==> config.mk <==
export PLATFORM = sky130hd
export DESIGN_NAME = bf3_cell
export DESIGN_NICKNAME = d
export VERILOG_FILES = /design/src/hdl/bf3_pkg.sv /design/src/hdl/bf3_cell.sv
export SDC_FILE = /design/constraint.sdc
export NUM_CORES = 1
export LEC_CHECK = 0
export ABC_AREA = 0
export BUFFER_PORTS_ARGS = -buffer_cell sky130_fd_sc_hd__buf_2
export CAP_MARGIN = 20
export CORE_ASPECT_RATIO = 1.1
export CORE_MARGIN = 1.5
export CORE_UTILIZATION = 46
export CTS_BUF_LIST = sky130_fd_sc_hd__clkbuf_4 sky130_fd_sc_hd__clkbuf_8 sky130_fd_sc_hd__clkbuf_16
export DETAILED_ROUTE_END_ITERATION = 10
export PLACE_DENSITY_LB_ADDON = 0.2
export SLEW_MARGIN = 20
export SYNTH_ARGS = -nofsm -noshare
export SYNTH_HDL_FRONTEND = slang
export SYNTH_SLANG_ARGS = --single-unit
==> constraint.sdc <==
create_clock -name clk -period 2.15 [get_ports clk]
set_input_delay 0.3225 -clock clk [delete_from_list [all_inputs] [get_ports clk]]
set_output_delay 0.3225 -clock clk [all_outputs]
set_load 0.005 [all_outputs]
==> src/hdl/bf3_pkg.sv <==
// ----------------------------------------------------------------------------
// bf3_pkg
// Shared constants and types for the 3x3 box mean filter stream block.
// ----------------------------------------------------------------------------
package bf3_pkg;

  // Frame geometry and pixel format
  localparam int MAX_WIDTH  = 1024;
  localparam int PIX_BITS   = 8;
  localparam int COL_BITS   = $clog2(MAX_WIDTH);
  localparam int ROW_BITS   = 16;
  localparam int CFG_W_BITS = 11;
  localparam int PEND_BITS  = 11;
  localparam logic [PEND_BITS-1:0] PEND_MAX = '1;

  // Window and arithmetic
  localparam int WIN_COLS   = 3;
  localparam int CSUM_BITS  = 10;
  localparam int TOTAL_BITS = 12;
  localparam logic [TOTAL_BITS-1:0] ROUND_BIAS = 12'd4;
  // (x * RECIP_9) >> RECIP_SHIFT equals x / 9 for every x below 4096 / 1.7
  localparam logic [TOTAL_BITS-1:0] RECIP_9 = 12'd3641;
  localparam int RECIP_SHIFT = 15;
  localparam int PROD_BITS   = 2 * TOTAL_BITS;

  // Output queue
  localparam int OQ_DEPTH = 8;
  localparam int OQ_AW    = $clog2(OQ_DEPTH);

  // Configuration port
  localparam int ADDR_BITS = 3;
  localparam logic REG_FRAME_WIDTH  = 1'b0;
  localparam logic REG_FRAME_HEIGHT = 1'b1;

  // Item opcodes
  localparam logic OP_PIXEL = 1'b0;
  localparam logic OP_DRAIN = 1'b1;

  typedef logic [PIX_BITS-1:0] pix_t;
  typedef logic [COL_BITS-1:0] col_idx_t;
  typedef logic [ROW_BITS-1:0] row_idx_t;

  // One window column: top (oldest line), middle, bottom (newest pixel)
  typedef struct packed {
    pix_t                 older;
    pix_t                 newer;
    pix_t                 pix;
    logic [CSUM_BITS-1:0] sum;
  } column_t;

  // Position and classification of an emitted pixel
  typedef struct packed {
    row_idx_t row;
    col_idx_t col;
    logic     frame_end;
    logic     interior;
  } meta_t;

  typedef struct packed {
    pix_t     pixel_out;
    row_idx_t out_row;
    col_idx_t out_col;
    logic     frame_end;
  } result_t;

endpackage

==> src/hdl/bf3_cell.sv <==
// ----------------------------------------------------------------------------
// bf3_cell
// One window column cell: holds three pixels and their sum, hands them on.
// ----------------------------------------------------------------------------
module bf3_cell (
  input  logic             clk,
  input  logic             rst,
  input  logic             shift,
  input  bf3_pkg::column_t col_in,
  output bf3_pkg::column_t col_q
);
  import bf3_pkg::*;

  // Take the neighbor's column on every shift
  always_ff @(posedge clk) begin
    if (rst) begin
      col_q <= '0;
    end else if (shift) begin
      col_q <= col_in;
    end
  end

endmodule

==> run summary <==
# setup viols final = 0
Areal power density over the cells = 731.1 mW/mm2
Gate power share = 13.3%
Final-layout setup total negative slack = 0 ns
Via count of the routed design = 979
Pint = 0.0009021 W
H-tree level count = 2
Post-placement cell area = 0.001558 mm2
Achievable frequency = 0.8919 GHz
Category of the critical setup timing path = reg2out
Data required time at the worst endpoint = 1.83 ns
Std cell rows = 19
GRT Total Usage = 16.79%
I/O pin cnt = 71
Initial DRC Count = 5
Top register by number of flip-flops = col_q
Drt total wl = 2.404 mm
Main area contributors after synthesis = sky130_fd_sc_hd__dfxtp_1 (55%), sky130_fd_sc_hd__mux2i_1 (27%), sky130_fd_sc_hd__nor2_1 (10%)
Average wire per cell in the routed design = 11.39 um
Switching power total = 0.0002752 W
Worst endpoint data arrival time = 0.80 ns
WHS = 0.2237 ns
Effective utilization at floorplan = 49.16%
Number of global-route vias before repair = 919
Net count of the finished layout = 217
Share of total power in sequential cells = 58.2%
Antenna violations before repair = 0
Chip height = 57.43 um
Final clock period utilization by the worst path = 52.15%
Fin. Hold Viols = 0
Number of fillers in the final layout = 245
Clock tree skew after final layout = 0 ns
Switching part of the total power = 23.38%
Vias per cell = 4.640
Peak fanout along the critical path = 2
Final period demand of the worst path = 1.121 ns
Run status = complete, no violations
Top Registers = col_q: 34 flops
Count of different cell masters after synthesis = 7
WL met2 = 1.153 mm
Layout Area Growth over Synthesis = 30.00%
Post-cts repair resize count = 0
Area of the mapped netlist = 0.001239 mm2
Fraction of layout instances using a drive strength above 1 = 43.33%
Power share of the clock group = 28.5%
Final non-filler cell area = 0.001610 mm2
Root Buffer Master = sky130_fd_sc_hd__clkbuf_4
Fraction of the yosys area taken by sequential cells = 54.95%
Syn_nets = 147
Maximum number of pins on one net before global-route repair = 35
Delay-heaviest family, CP = flip-flops
Post-cts hold buffer count = 0
Routability congestion estimate from global placement = 0.6625
Area share of the largest cell type after synthesis = 54.95%
Leakage component of the power = 0.8982 nW
Crit path largest cell delay = 0.35 ns
Buffers inserted during post-CTS setup optimization = 0
Top layer reached by signal wires = met4
Total iterations of the first detailed-routing run = 3
Class of the worst hold path = in2reg
Peak ir drop on the vdd network = 0.5539 mV
Die outline width = 52.48 um
Commonest non-fill, non-tap cell in the layout = sky130_fd_sc_hd__buf_2
Total clock buffers created by CTS = 5
Largest buffer count on any clock path = 2
Count of clock tree sinks = 34
CP Launch Type = flop
Global route total overflow = 0
Slowest CP cell = sky130_fd_sc_hd__dfxtp_1
Routed met1 length = 970 um
First-pass GRT wire length = 3.691 mm
Number of remaining DRC errors = 0
Number of antenna repair diodes = 0
TritonCTS clock tree = done
Clock latency on the worst-skew pair = 0.32 ns
Total buffers and inverters traversed by the critical path = 1
Die Footprint = 0.003013 mm2
Number of max-cap violations = 0
Slew Limit Headroom = 62.20%
Actual transition at the worst max-transition pin = 0.5670 ns
Critical path, cell by cell = buf_2
Final antenna-violating net count = 0
Detailed-placement wirelength estimate = 1.753 mm
Setup crit end kind = output port
Core box area = 0.002520 mm2
Synthesis Warnings = 0
Clock transition at the register clock pins on the worst setup and hold paths after CTS = 0.09 ns
Most frequent cells in the layout = sky130_fd_sc_hd__buf_2 (70), sky130_fd_sc_hd__mux2i_1 (34), sky130_fd_sc_hd__nor2_1 (34), sky130_fd_sc_hd__dfxtp_1 (34), sky130_fd_sc_hd__clkbuf_4 (7)
# port buffers = 70
Unrepaired setup endpoints after global routing = false
Syn avg cell area = 11.26 um2
Dominant cell type by area after synthesis = sky130_fd_sc_hd__dfxtp_1
Slew Viols, Final = 0
Detail Route met3 WL = 251 um
Seq cells post-synth = 34
Number of flip-flops in the largest register = 34
Synthesized netlist cell count = 110
logic make-up (layout without fill, tap and decap cells):
logic type             Yosys count  count (layout)  synth area share, %
flip-flops                      34              34                54.95
AND/OR/NAND/NOR                 34              34                10.30
buffers and inverters            8              78                7.272
multiplexers                    34              34                27.48
metal layers:
metal | vias up | track usage, %
met1 | 427 | 17.31
met2 | 47 | 28.04
li1 | 502 | -
met3 | 3 | 9.162
met4 | 0 | 6.593
met5 | - | 0
per-stage QoR:
step	utilization, %	setup WS [ns]	std cells	total power [W]
after global placement	61.82	0.7763	204	0.0008515
after detailed placement	61.82	0.7125	204	0.0008581
after global routing	63.90	0.9862	211	0.001238
after CTS	63.90	1.024	211	0.001191
final	63.90	1.029	211	0.001177
after floorplan	-	1.227	110	0.0007912
worst paths after layout:
| check | slack, ns | end | start | cells past startpoint |
|---|---|---|---|---|
| setup reg to reg | 1.49 | col_q[30] | col_q[30] | 2 |
| hold reg to reg | 0.49 | col_q[4] | col_q[4] | 2 |
| hold / removal | 0.22 | col_q[18] | col_in[18] | 3 |
| setup / recovery | 1.03 | col_q[20] | col_q[20] | 1 |
power by group through the flow:
stage                     sequential, W  combinational, W  clock [W]
final                          0.000685          0.000157   0.000335
after global routing           0.000689          0.000173   0.000376
after CTS                      0.000685          0.000160   0.000345
after detailed placement       0.000699          0.000159          0
after global placement         0.000697          0.000154          0
after floorplan                0.000703         0.0000883          0
synth_stat cells (all sizes together):
master and instances:
buf 8, dfxtp 34, mux2i 34, nor2 34
area by class of cell:
type	instances	area (um2)	area share, %
flip-flops and latches	34	680.7	42.27
multi-input cells	68	467.9	29.06
repair buffers	71	370.4	23.00
clock buffers	7	52.55	3.263
well taps	31	38.79	2.409
Power figures use the tool's default switching activity.
